$ cat src/rtl/core/y2r_pkg.sv
// y2r_pkg: beat types and BT.601 coefficients for the 4:2:2 to RGB565 converter
// no dependencies; imported by ycbcr422_to_rgb565_converter
package y2r_pkg;

  typedef struct packed {
    logic [7:0] luma_first;
    logic [7:0] chroma_blue;
    logic [7:0] luma_second;
    logic [7:0] chroma_red;
    logic       line_end_in;
    logic       frame_end_in;
  } y2r_in_t;

  typedef struct packed {
    logic [15:0] pixel_first;
    logic [15:0] pixel_second;
    logic        line_end_out;
    logic        frame_end_out;
  } y2r_out_t;

  // signed width that holds every product and every channel sum
  localparam int SumW = 20;

  localparam logic signed [SumW-1:0] CoefY    = 20'sd298;
  localparam logic signed [SumW-1:0] CoefRCr  = 20'sd409;
  localparam logic signed [SumW-1:0] CoefGCb  = 20'sd100;
  localparam logic signed [SumW-1:0] CoefGCr  = 20'sd208;
  localparam logic signed [SumW-1:0] CoefBCb  = 20'sd516;
  localparam logic signed [SumW-1:0] RoundAdd = 20'sd128;
  localparam logic [8:0]             LumaOff  = 9'd16;
  localparam logic [7:0]             ChromaOff = 8'd128;
  localparam logic [7:0]             ChanMax  = 8'd255;

  // floor shift by 8 and saturate to 0..255
  function automatic logic [7:0] clamp_chan(input logic signed [SumW-1:0] sum);
    logic signed [SumW-9:0] v;
    begin
      v = sum[SumW-1:8];
      if (v < 0) begin
        clamp_chan = 8'd0;
      end else if (v > $signed({4'd0, ChanMax})) begin
        clamp_chan = ChanMax;
      end else begin
        clamp_chan = v[7:0];
      end
    end
  endfunction

  function automatic logic [15:0] pack565(input logic [7:0] r, input logic [7:0] g,
                                          input logic [7:0] b);
    pack565 = {r[7:3], g[7:2], b[7:3]};
  endfunction

endpackage

$ cat src/rtl/core/ycbcr422_to_rgb565_converter.sv
// an accepted input beat passes through the product, sum and output registers in turn
// throughput: one 4:2:2 pair per cycle while out_ready_i is high; three register stages (products, sums,
// clamp and pack into the output register), each moving when the one after it is free
// reset: rst_ni clears the stage valid bits and gray_q; data registers keep garbage
// package y2r_pkg supplies the beat types, coefficients and clamp/pack helpers
module ycbcr422_to_rgb565_converter
  import y2r_pkg::*;
(
  input  logic     clk_i,
  input  logic     rst_ni,
  input  logic     cfg_we_i,
  input  logic     cfg_wdata_i,
  input  logic     in_valid_i,
  output logic     in_ready_o,
  input  y2r_in_t  in_data_i,
  output logic     out_valid_o,
  input  logic     out_ready_i,
  output y2r_out_t out_data_o
);

  logic gray_q;

  // stage 1: products
  logic                   s1_valid_q;
  logic                   s1_gray_q;
  logic [7:0]             s1_y0_q, s1_y1_q;
  logic                   s1_le_q, s1_fe_q;
  logic signed [SumW-1:0] s1_py0_q, s1_py1_q, s1_rcr_q, s1_gcb_q, s1_gcr_q, s1_bcb_q;

  // stage 2: channel sums
  logic                   s2_valid_q;
  logic                   s2_gray_q;
  logic [7:0]             s2_y0_q, s2_y1_q;
  logic                   s2_le_q, s2_fe_q;
  logic signed [SumW-1:0] s2_r0_q, s2_g0_q, s2_b0_q, s2_r1_q, s2_g1_q, s2_b1_q;

  logic     out_valid_q;
  y2r_out_t out_data_q;

  logic en1, en2, en3;

  assign en3        = !out_valid_q || out_ready_i;
  assign en2        = !s2_valid_q || en3;
  assign en1        = !s1_valid_q || en2;
  assign in_ready_o = en1;

  logic signed [SumW-1:0] c0, c1, d, e;

  always_comb begin
    c0 = SumW'($signed({1'b0, in_data_i.luma_first} - LumaOff));
    c1 = SumW'($signed({1'b0, in_data_i.luma_second} - LumaOff));
    d  = SumW'($signed(in_data_i.chroma_blue - ChromaOff));
    e  = SumW'($signed(in_data_i.chroma_red - ChromaOff));
  end

  always_ff @(posedge clk_i or negedge rst_ni) begin
    if (!rst_ni) begin
      gray_q      <= 1'b0;
      s1_valid_q  <= 1'b0;
      s2_valid_q  <= 1'b0;
      out_valid_q <= 1'b0;
    end else begin
      if (cfg_we_i) begin
        gray_q <= cfg_wdata_i;
      end
      if (en1) begin
        s1_valid_q <= in_valid_i;
      end
      if (en2) begin
        s2_valid_q <= s1_valid_q;
      end
      if (en3) begin
        out_valid_q <= s2_valid_q;
      end
    end
  end

  always_ff @(posedge clk_i) begin
    if (en1 && in_valid_i) begin
      s1_gray_q <= gray_q;
      s1_y0_q   <= in_data_i.luma_first;
      s1_y1_q   <= in_data_i.luma_second;
      s1_le_q   <= in_data_i.line_end_in;
      s1_fe_q   <= in_data_i.frame_end_in;
      s1_py0_q  <= c0 * CoefY;
      s1_py1_q  <= c1 * CoefY;
      s1_rcr_q  <= e * CoefRCr;
      s1_gcb_q  <= d * CoefGCb;
      s1_gcr_q  <= e * CoefGCr;
      s1_bcb_q  <= d * CoefBCb;
    end
    if (en2 && s1_valid_q) begin
      s2_gray_q <= s1_gray_q;
      s2_y0_q   <= s1_y0_q;
      s2_y1_q   <= s1_y1_q;
      s2_le_q   <= s1_le_q;
      s2_fe_q   <= s1_fe_q;
      s2_r0_q   <= s1_py0_q + s1_rcr_q + RoundAdd;
      s2_g0_q   <= s1_py0_q - s1_gcb_q - s1_gcr_q + RoundAdd;
      s2_b0_q   <= s1_py0_q + s1_bcb_q + RoundAdd;
      s2_r1_q   <= s1_py1_q + s1_rcr_q + RoundAdd;
      s2_g1_q   <= s1_py1_q - s1_gcb_q - s1_gcr_q + RoundAdd;
      s2_b1_q   <= s1_py1_q + s1_bcb_q + RoundAdd;
    end
    if (en3 && s2_valid_q) begin
      if (s2_gray_q) begin
        out_data_q.pixel_first  <= pack565(s2_y0_q, s2_y0_q, s2_y0_q);
        out_data_q.pixel_second <= pack565(s2_y1_q, s2_y1_q, s2_y1_q);
      end else begin
        out_data_q.pixel_first  <= pack565(clamp_chan(s2_r0_q), clamp_chan(s2_g0_q),
                                           clamp_chan(s2_b0_q));
        out_data_q.pixel_second <= pack565(clamp_chan(s2_r1_q), clamp_chan(s2_g1_q),
                                           clamp_chan(s2_b1_q));
      end
      out_data_q.line_end_out  <= s2_le_q;
      out_data_q.frame_end_out <= s2_fe_q;
    end
  end

  assign out_valid_o = out_valid_q;
  assign out_data_o  = out_data_q;

endmodule

$ cat config.mk
export PLATFORM = sky130hd
export DESIGN_NAME = ycbcr422_to_rgb565_converter
export DESIGN_NICKNAME = d
export VERILOG_FILES = /design/src/rtl/core/y2r_pkg.sv /design/src/rtl/core/ycbcr422_to_rgb565_converter.sv
export SDC_FILE = /design/constraint.sdc
export NUM_CORES = 1
export LEC_CHECK = 0
export ABC_CLOCK_PERIOD_IN_PS = 5300
export BUFFER_PORTS_ARGS = -buffer_cell sky130_fd_sc_hd__buf_4
export CORE_MARGIN = 2
export CORE_UTILIZATION = 60
export CTS_CLUSTER_DIAMETER = 30
export CTS_CLUSTER_SIZE = 8
export DETAILED_ROUTE_END_ITERATION = 8
export GPL_TIMING_DRIVEN = 0
export PLACE_DENSITY = 0.75
export REMOVE_ABC_BUFFERS = 1
export SLEW_MARGIN = 20
export SYNTH_ARGS = -nofsm -noshare
export SYNTH_HDL_FRONTEND = slang
export SYNTH_SLANG_ARGS = --single-unit
$ cat constraint.sdc
create_clock -name clk_i -period 5.3 [get_ports clk_i]
set_input_delay 0.795 -clock clk_i [delete_from_list [all_inputs] [get_ports clk_i]]
set_output_delay 0.795 -clock clk_i [all_outputs]
set_load 0.01 [all_outputs]
# Word level (Yosys, flattened, before mapping)
# Index checks and enable logic that the tools add are counted.
# Widths: inputs -> output; s select.
[op_classes]
bitwise = 0
n_eq_ne = 0
n_div = 0
order_cmp = 12
n_mux = 13
n_mul = 6
n_addsub = 18
shift = 0
reduce_logical = 9
[op_table]
columns = ["op", "n"]
rows = [
  ["$add 20x9->20 const B", 6],
  ["$mux 8", 12],
  ["$add 20x20->20", 4],
  ["$sub 20x20->20", 4],
  ["$gt 12x9->1 const B", 6],
  ["$lt 12x1->1 const B", 6],
  ["$mul 9x9->18 const B", 2],
  ["$mux 32", 1],
  ["$mul 8x10->18 const B", 1],
  ["$sub 8x5->9 const B", 2],
  ["$mul 8x9->17 const B", 1],
  ["$sub 8x8->8 const B", 2],
  ["$mul 8x6->14 const B", 1],
  ["$mul 8x5->13 const B", 1],
  ["$logic_and 1x1->1", 3],
  ["$logic_not 1->1", 3],
  ["$logic_or 1x1->1", 3],
]
[totals]
ram_bits = 0
ff_bits = 306
rom_bits = 0
output_inout_bits = 36
elab_cells = 88
memories = 0
latchBits = 0
input_bits = 40

# Depth between registers and ports, before layout
# Gate-level depths: netlist (run 1).
[depth]
word_depth = 5
depth_mapped = 19

# Worst setup path after synthesis (run 1)
# No wires, ideal clock.
[synth_timing]
path_type = "input to register"
start = "in in_data_i[30] (netlist name)"
end = "reg s1_py0_q[17] (data pin)"
t_required_ns = 5.026
n_path_buf = 1
setup_slack_ns = 0.368
arrival_time_ns = 4.658
stages = 17
cell_sequence = "inv_1 -> ha_1 -> nor3b_1 -> buf_1 -> ha_1 -> ha_1 -> inv_1 -> fa_1 -> fa_1 -> inv_1 -> ha_1 -> o21a_1 -> nor2_1 -> a21oi_1 -> a41o_1 -> o41ai_1 -> xnor2_1"
[synth_between]
elab_chain_cells = 2
[synth_lines]
columns = ["item", "line", "source"]
rows = [
  ["start: declaration", "ycbcr422_to_rgb565_converter.sv:15", "input y2r_in_t in_data_i,"],
  ["$sub 8x5->9", "ycbcr422_to_rgb565_converter.sv:50", "c0 = SumW'($signed({1'b0, in_data_i.luma_first} - LumaOff));"],
  ["$mul 9x9->18", "ycbcr422_to_rgb565_converter.sv:85", "s1_py0_q <= c0 * CoefY;"],
  ["end signal: assignment", "ycbcr422_to_rgb565_converter.sv:85", ""],
  ["end: declaration", "ycbcr422_to_rgb565_converter.sv:28", "logic signed [SumW-1:0] s1_py0_q, s1_py1_q, s1_rcr_q, s1_gcb_q, s1_gcr_q, s1_bcb_q;"],
]
# No other way between the ends.
# A chain may end at the register's enable or synchronous reset.

# Worst setup path after layout (run 1)
# Ends and elaborated chain as after synthesis.

==> impl_metrics.ini, run 1 <==
[route]
wl_mm = 37.6
initialDrtViolationCount = 586
antenna_left = 0
wire_per_inst_um = 17.6
dr.pass1.iters = 5
drc = 0
viasPerCell = 5.65
vias = 12063

[floorplanning]
core_area_um2 = 29700
ioPinCount = 76
dieHeight_um = 178
std_cell_rows = 63
start_util_pct = 61.0
die_area_um2 = 31600
die_w_um = 178

[setup_path]
cp.arrival_ns = 5.16
critical_path_buf_inv_count = 5
critical_path.cell_chain = buf_4, inv_1, ha_1, nor3b_2, buf_4, ha_1, ha_1, inv_1, fa_1, fa_1, inv_1, ha_1, o21a_1, nor2_1, a21oi_1, a41o_1, o41ai_1, xnor2_1
path_class = input port to register
critPathTopFamily = adder cells
worstPathMaxFanout = 9
max_stage_delay_ns = 0.56
crit_path_frequent_cell = ha_1
required_ns = 5.57
endpoint_kind = register
start_kind = input port
slowest_stage = fa_1

[synth]
yosysSeqAreaShare_pct = 35.8
synth_edf_count = 213
synth_commonest_cells = ha_1 (395), inv_1 (243), edfxtp_1 (213), fa_1 (81), xnor2_1 (80)
syn_inst = 1604
yosysMostFrequentCell = ha_1
ys.flop_type = edfxtp_1
ys_types = 69
netlist_area_um2 = 18100
yosysTopAreaCell = edfxtp_1
async_flop_share_pct = 1.84
ys_top_cells_by_area = edfxtp_1 (35%), ha_1 (27%), fa_1 (8.9%)
synth-seq-cells = 217
synth_top_area_share_pct = 35.3
syn_area_per_cell_um2 = 11.3
yosys_warnings = 0

[power]
power_uw = 12600
vdd_drop_max_mv = 0.369
p_per_area_nw_per_um2 = 612
cellLeakagePower_uw = 0.00980

[timing]
tightest_slew_ns = 0.772
grt_setup_unrepaired = false
setup_slack_ns = 0.406
max-slew-margin-rel_pct = 47.8
setup_viol = 0
min_period_ns = 4.89
final-hold-violation-count = 0
fin_crit_sh_pct = 92.3
drv_slew = 0
fin_worst_skew_ns = 0.0162
fmax_mhz = 204

[clocking]
path_clk_slew_ns = 0.05
root_buffer = clkbuf_16
post-cts-setup-buffer-count = 0
cts_resized = 0
clock_path_buffers = 3
htreeDepth = 2
numCtsBuffers = 42
clock_latency_ns = 0.53
clkSinkCount = 217
cts_tree = built
cts_hold_buf = 0

[layout]
nFillCells = 2163
final_core_util_pct = 69.3
nets = 2235
regArea_um2 = 6500
insertedDiodeCount = 0
multi_input_area_um2 = 10700
syn_to_final_growth_pct = 13.7
drive_gt1_share_pct = 9.16
finalNonFillerCells = 2136

[status]
outcome = finished, final reports clean

[global_routing]
grt_max_degree = 63
grt_util_all_layers_pct = 25.0
overflow = 0
grt_antenna_before_repair = 0
first_global_vias = 12214
grt_pass1_wl_mm = 60.6

[flow_run]
maxCapViolations = 0

[place]
portBuffers = 75
gp_congestion = 0.903
place_inst = 2065
dpl_worst_slack_ns = -0.0935
dp_hpwl_mm = 30.7

[worst_hold_path]
worstHoldPathType = input port to asynchronous set/reset pin
[cells in the final DEF (no fill, tap or decap), types with 11 or more instances in the layout]
master	synthesis	layout
inv_1	243	243
nor2b_1	20	20
clkbuf_16	0	42
xnor2_1	80	80
a21oi_1	79	79
nor2_1	62	62
a21o_1	29	29
xor2_1	32	32
nand2_1	69	69
nand2b_1	12	12
nor3_1	21	21
buf_4	0	77
o21ai_0	61	61
nand3_1	25	25
o21a_1	13	13
ha_1	395	395
fa_1	81	81
edfxtp_1	213	213
o21ai_1	11	11
[cell type report]
cell class / instances / share of cell area (%)
well taps: 390 / 2.37
clock inverters: 20 / 1.38
clock buffers: 51 / 5.26
inverters: 243 / 4.43
flip-flops and latches: 217 / 31.5
multi-input cells: 1135 / 51.9
repair buffers: 80 / 3.13
[kinds of logic (layout without fill, tap and decap cells)]
family | after synthesis | count (layout) | synth area share, %
compound gates | 275 | 275 | 9.68
xor+xnor | 112 | 112 | 5.41
fa+ha+maj | 476 | 476 | 36.2
buf+inv | 252 | 394 | 5.22
flops | 217 | 217 | 35.8
mux | 9 | 9 | 0.518
simple gates | 263 | 263 | 7.10
[worst paths after layout]
path | startpoint | end | slack [ns] | depth (start not counted)
setup / recovery | in_data_i[30] | s1_py0_q[17] | 0.41 | 18
hold / removal | rst_ni | out_valid_o | 0.05 | 1
setup reg to reg | s1_bcb_q[4] | s2_g1_q[18] | 1.78 | 11
hold reg to reg | s1_y0_q[2] | s2_y0_q[2] | 0.42 | 0
max in group asynchronous | rst_ni | s2_valid_q | 5.14 | 1
min in group clk_i | s1_y0_q[2] | s2_y0_q[2] | 0.42 | 0
[stage by stage]
stage               TNS, ns  cell area, um2  hold slack [ns]
finish                    0           20600           0.0537
global route              0           20600           0.0416
CTS                       0           20600           0.0399
detailed placement   -0.246           19200            0.405
global placement      -9.83           19100            0.402
floorplan            -0.441           18100            0.400
[power by group]
part / switching (uW) / total [uW] / internal, uW
clock network: 858 / 2560 / 1700
logic: 4080 / 6970 / 2890
registers: 295 / 3090 / 2800
[per-layer routing]
| layer | share of wire, % | global-route usage [%] | vias up |
|---|---|---|---|
| li1 | - | - | 5936 |
| met1 | 41 | 30.4 | 5745 |
| met2 | 51 | 45.3 | 303 |
| met3 | 4.3 | 3.17 | 79 |
| met4 | 3.4 | 8.85 | 0 |
| met5 | 0 | 0 | - |
[registers in the layout (all words and copies together), names as in the netlist, 11 cells and up]
signal,count
s1_gcb_q,11
s1_rcr_q,18
s1_gcr_q,11
s1_py0_q,16
s1_bcb_q,17
s1_py1_q,16
out_data_o,34
Note: power is estimated with default switching activity, not from simulation.
==> run 2, diff against run 1 <==
--- a/config.mk
+++ b/config.mk
@@ -8,12 +8,12 @@
 export ABC_CLOCK_PERIOD_IN_PS = 5300
 export BUFFER_PORTS_ARGS = -buffer_cell sky130_fd_sc_hd__buf_4
 export CORE_MARGIN = 2
-export CORE_UTILIZATION = 60
+export CORE_UTILIZATION = 40
 export CTS_CLUSTER_DIAMETER = 30
 export CTS_CLUSTER_SIZE = 8
 export DETAILED_ROUTE_END_ITERATION = 8
 export GPL_TIMING_DRIVEN = 0
-export PLACE_DENSITY = 0.75
+export PLACE_DENSITY = 0.53
 export REMOVE_ABC_BUFFERS = 1
 export SLEW_MARGIN = 20
 export SYNTH_ARGS = -nofsm -noshare
==> run 2 against run 1 <==
Against the previous run:
- critical path depth did not move
- global-route usage fell by 7.5 points
- first-iteration DRC count fell by 11%
- via count fell by 4.7%
- sequential share of layout area fell by 0.58 points
- combinational power barely moved
- critical endpoint is now s1_py1_q[17]
==> impl_metrics.ini, run 2 (synthesized netlist as in run 1, its figures left out) <==
[timing]
setup_viol = 0
tightest_slew_ns = 0.719
grt_setup_unrepaired = false
min_period_ns = 4.85
setup_slack_ns = 0.453
final-hold-violation-count = 0
fin_crit_sh_pct = 91.5
max-slew-margin-rel_pct = 52.1
drv_slew = 0
fmax_mhz = 206
fin_worst_skew_ns = 0.0110
worst_hold_slack_ns = 0.412

[setup_path]
crit_path_start = in_data_i[14]
endpoint_kind = register
worstPathMaxFanout = 5
required_ns = 5.59
cp.arrival_ns = 5.14
reg2reg_depth = 10
path_class = input port to register
reg2reg_to = s2_g1_q[16]
start_kind = input port
r2r_start = s1_bcb_q[4]
r2r_setup_slack_ns = 1.83

[layout]
finalNonFillerCells = 2351
drive_gt1_share_pct = 9.21
fin_area_um2 = 21000
nets = 2241
layout_commonest_cell = ha_1
insertedDiodeCount = 0
final_cell_mix = ha_1 (395), inv_1 (243), edfxtp_1 (213)
syn_to_final_growth_pct = 15.8
largest_reg_flops = 34

[global_routing]
grt_pass1_wl_mm = 63.3
grt_util_all_layers_pct = 17.5
grt_max_degree = 60
grt_antenna_before_repair = 0
overflow = 0
first_global_vias = 12005

[floorplanning]
start_util_pct = 40.7
core_area_um2 = 44500
std_cell_rows = 77
die_area_um2 = 47000
dieHeight_um = 217
die_w_um = 217
ioPinCount = 76

[clocking]
numCtsBuffers = 46
cts_resized = 0
cts_tree = built
root_buffer = clkbuf_16
clkSinkCount = 217
htreeDepth = 2
cts_hold_buf = 1
post-cts-setup-buffer-count = 0
clock_path_buffers = 3
path_clk_slew_ns = 0.04
clock_latency_ns = 0.56

[status]
outcome = finished, final reports clean

[route]
drc = 0
initialDrtViolationCount = 520
viasPerCell = 4.89
vias = 11501
dr.pass1.iters = 4
wire_per_inst_um = 16.5
wl_mm = 38.9
antenna_left = 0

[power]
p_sw_uw = 5270
vdd_drop_max_mv = 0.393
cellLeakagePower_uw = 0.00986
p_seq_share_pct = 24.2
combPwrFrac_pct = 54.8
swShare_pct = 41.4
p_per_area_nw_per_um2 = 607
power_frac_clock_pct = 21.0
internal_power_uw = 7470

[worst_hold_path]
hp-start = s1_y1_q[6]
hold_depth = 0
worstHoldEndpoint = s2_y1_q[6]
worstHoldPathType = register to register

[place]
portBuffers = 75
dp_hpwl_mm = 32.8
dpl_worst_slack_ns = -0.0867
place_inst = 2268
gp_congestion = 0.828
placed_cell_area_um2 = 19500

[flow_run]
maxCapViolations = 0
-- run 2: metal layers --
layer / GRT usage, % / wire length, um / vias to the layer above
li1: - / - / 5954
met5: 0 / 0 / -
met2: 30.8 / 18700 / 140
met4: 4.93 / 854 / 0
met3: 2.10 / 1170 / 58
met1: 22.6 / 18100 / 5349
-- run 2: metrics by stage --
stage | TNS, ns | total power (uW) | util (%)
6_report | 0 | 12700 | 47.2
5_1_grt | 0 | 13900 | 47.2
4_1_cts | 0 | 12800 | 47.2
3_5_place_dp | -0.166 | 10100 | 43.8
3_3_place_gp | -13.51 | 9980 | 43.6
2_1_floorplan | -0.441 | 8030 | -
-- run 2: power groups by stage --
stage	clock [uW]	combinational, uW	sequential, uW
after floorplan	0	5030	3000
after global placement	0	6830	3140
after detailed placement	0	6920	3130
after CTS	2730	6980	3110
after global routing	2810	7950	3130
final	2670	6990	3080
-- run 2: worst max path at each step --
stage | cells past startpoint | endpoint | slack, ns
2_1_floorplan | 16 | s1_py1_q[17] | -0.18
3_3_place_gp | 17 | s1_py1_q[17] | -1.08
3_5_place_dp | 18 | s1_py1_q[17] | -0.09
4_1_cts | 18 | s1_py1_q[17] | 0.46
5_1_grt | 18 | s1_py0_q[17] | 0.09
6_report | 18 | s1_py1_q[17] | 0.45
-- run 2: critical path: stages --
cell and delay (ns):
buf_4 0.12, inv_1 0.21, ha_1 0.24, xor2_1 0.47, ha_1 0.34, ha_1 0.30, ha_1 0.27, inv_1 0.05
fa_1 0.59, inv_1 0.06, ha_1 0.29, a21o_1 0.16, a21oi_1 0.20, nand2b_1 0.16, a21oi_1 0.11, a41o_1 0.29
o41ai_1 0.34, xnor2_1 0.13
-- run 2: cell type report --
cell class | count | area, um2
inverter | 243 | 912
sequential | 217 | 6500
multi-input combinational | 1135 | 10700
timing repair buffer | 82 | 683
clock inverter | 26 | 277
tap | 592 | 741
clock buffer | 56 | 1190
fill | 4150 | 23500
==> run 3, diff against run 2 <==
--- a/config.mk
+++ b/config.mk
@@ -6,14 +6,14 @@
 export NUM_CORES = 1
 export LEC_CHECK = 0
 export ABC_CLOCK_PERIOD_IN_PS = 5300
-export BUFFER_PORTS_ARGS = -buffer_cell sky130_fd_sc_hd__buf_4
 export CORE_MARGIN = 2
-export CORE_UTILIZATION = 40
+export CORE_UTILIZATION = 47
 export CTS_CLUSTER_DIAMETER = 30
 export CTS_CLUSTER_SIZE = 8
 export DETAILED_ROUTE_END_ITERATION = 8
+export DONT_BUFFER_PORTS = 1
 export GPL_TIMING_DRIVEN = 0
-export PLACE_DENSITY = 0.53
+export PLACE_DENSITY = 0.59
 export REMOVE_ABC_BUFFERS = 1
 export SLEW_MARGIN = 20
 export SYNTH_ARGS = -nofsm -noshare
==> run 3 against run 2 <==
Against the previous run:
- maximum frequency is 2.0% higher
- count of clock-buffer cells in the layout stayed put
- critical endpoint unchanged
- sequential power hardly changed
- combinational power is 3.4% lower
- largest cell class unchanged
- hold slack worse by 0.053 ns
- first-iteration DRC count is 3.8% higher
- die area is 15% lower
- via count is 1.2% lower
==> impl_metrics.ini, run 3 (synthesized netlist as in run 1, its figures left out) <==
[flow_run]
maxCapViolations = 0

[route]
initialDrtViolationCount = 540
wl_mm = 37.4
antenna_left = 0
drc = 0
dr.pass1.iters = 5
wire_per_inst_um = 17.1
viasPerCell = 5.19
vias = 11361

[global_routing]
grt_max_degree = 62
grt_pass1_wl_mm = 60.0
first_global_vias = 11422
grt_antenna_before_repair = 0
overflow = 0
grt_util_all_layers_pct = 19.1

[clocking]
path_clk_slew_ns = 0.05
htreeDepth = 2
numCtsBuffers = 46
clkSinkCount = 217
cts_resized = 0
cts_tree = built
clock_path_buffers = 3
root_buffer = clkbuf_16
clock_latency_ns = 0.53

[layout]
nets = 2164
largest_reg_flops = 34
drive_gt1_share_pct = 5.48
insertedDiodeCount = 0
final_cell_mix = ha_1 (395), inv_1 (243), edfxtp_1 (213)
layout_commonest_cell = ha_1
final_core_util_pct = 53.8
nFillCells = 3337
syn_to_final_growth_pct = 12.3

[setup_path]
critical_path.cell_chain = inv_1, ha_1, xor2_1, ha_1, ha_1, ha_1, inv_1, fa_1, inv_1, ha_1, a21o_1, a21oi_1, nand2b_1, a21oi_1, a41o_1, o41ai_1, xnor2_1
endpoint_kind = register
path_class = input port to register
required_ns = 5.56
slowest_stage = fa_1
max_stage_delay_ns = 0.60
start_kind = input port
crit_path_frequent_cell = ha_1
worstPathMaxFanout = 5
cp.arrival_ns = 5.01

[floorplanning]
start_util_pct = 47.9
die_area_um2 = 40100
dieHeight_um = 200
std_cell_rows = 71
ioPinCount = 76
die_w_um = 200
core_area_um2 = 37800

[power]
cellLeakagePower_uw = 0.00952
internal_power_uw = 7550
p_sw_uw = 5110
vdd_drop_max_mv = 0.447
swShare_pct = 40.4
power_frac_clock_pct = 22.1
p_seq_share_pct = 24.6
p_per_area_nw_per_um2 = 622
combPwrFrac_pct = 53.3

[timing]
grt_setup_unrepaired = false
fin_crit_sh_pct = 89.7
drv_slew = 0
tightest_slew_ns = 0.755
setup_viol = 0
fin_tns_setup_ns = 0
fmax_mhz = 210
max-slew-margin-rel_pct = 48.9
fin_worst_skew_ns = 0.0221
final-hold-violation-count = 0
min_period_ns = 4.75

[place]
gp_congestion = 0.910
dp_hpwl_mm = 31.3
portBuffers = 0

[status]
outcome = finished, final reports clean

[worst_hold_path]
worstHoldPathType = input port to register
[run 3: critical path, delay by kind of cell]
kind	cells	cell delay [ns]
adders and majority gates	6	2.04
xor gates and xnor gates	2	0.61
AOI/OAI and AO/OA	5	1.12
buffers and inverters	3	0.30
and+or+nand+nor	1	0.16
[run 3: final timing paths]
kind | endpoint | slack (ns) | from | depth (start not counted)
worst max-delay path | s1_py1_q[17] | 0.55 | in_data_i[14] | 17
worst min-delay path | s1_y0_q[5] | 0.36 | in_data_i[31] | 0
worst max register to register | s2_g1_q[16] | 1.83 | s1_bcb_q[4] | 10
worst min register to register | s2_y1_q[6] | 0.41 | s1_y1_q[6] | 0
max in group asynchronous | gray_q | 4.59 | rst_ni | 1
min in group asynchronous | s2_valid_q | 0.54 | rst_ni | 1
[run 3: what timing repair did]
item                                    in CTS  in global routing
hold buffers                                 1                  0
setup buffers                                0                  0
hold endpoints to repair                     4                  0
endpoints found under the setup margin       0                  0
[run 3: cell type report]
cell class,count,area (um2),area share (%)
multi-input cells,1135,10700,52.5
flip-flops and latches,217,6500,31.9
clock buffers,56,1210,5.94
inverters,243,912,4.48
well taps,511,639,3.14
clock inverters,24,325,1.60
repair buffers,5,80.1,0.393
[run 3: power by group through the flow]
stage	Sequential, uW	Clock [uW]	Combinational (uW)
6_report	3110	2790	6750
5_1_grt	3160	2930	7650
4_1_cts	3130	2840	6740
3_5_place_dp	3160	0	6660
3_3_place_gp	3160	0	6560
2_1_floorplan	3000	0	5030
[run 3: per-stage QoR]
| stage | cell area [um2] | hold WS (ns) | worst slack (ns) | total power (uW) | cells |
|---|---|---|---|---|---|
| global placement | 18700 | 0.406 | -0.893 | 9720 | 2106 |
| global route | 20400 | 0.340 | 0.187 | 13700 | 2191 |
| floorplan | 18100 | 0.400 | -0.175 | 8030 | 1595 |
| CTS | 20400 | 0.340 | 0.565 | 12700 | 2191 |
| detailed placement | 18800 | 0.405 | 0.0467 | 9820 | 2110 |
| finish | 20400 | 0.359 | 0.546 | 12700 | 2191 |
[run 3: per-layer routing]
metal | routed length, um | share of wire (%) | vias up | global-route usage, %
li1 | - | - | 5794 | -
met1 | 17100 | 46 | 5303 | 24.8
met2 | 18000 | 48 | 207 | 33.0
met3 | 1350 | 3.6 | 57 | 2.81
met4 | 956 | 2.6 | 0 | 5.66
met5 | 0 | 0 | - | 0
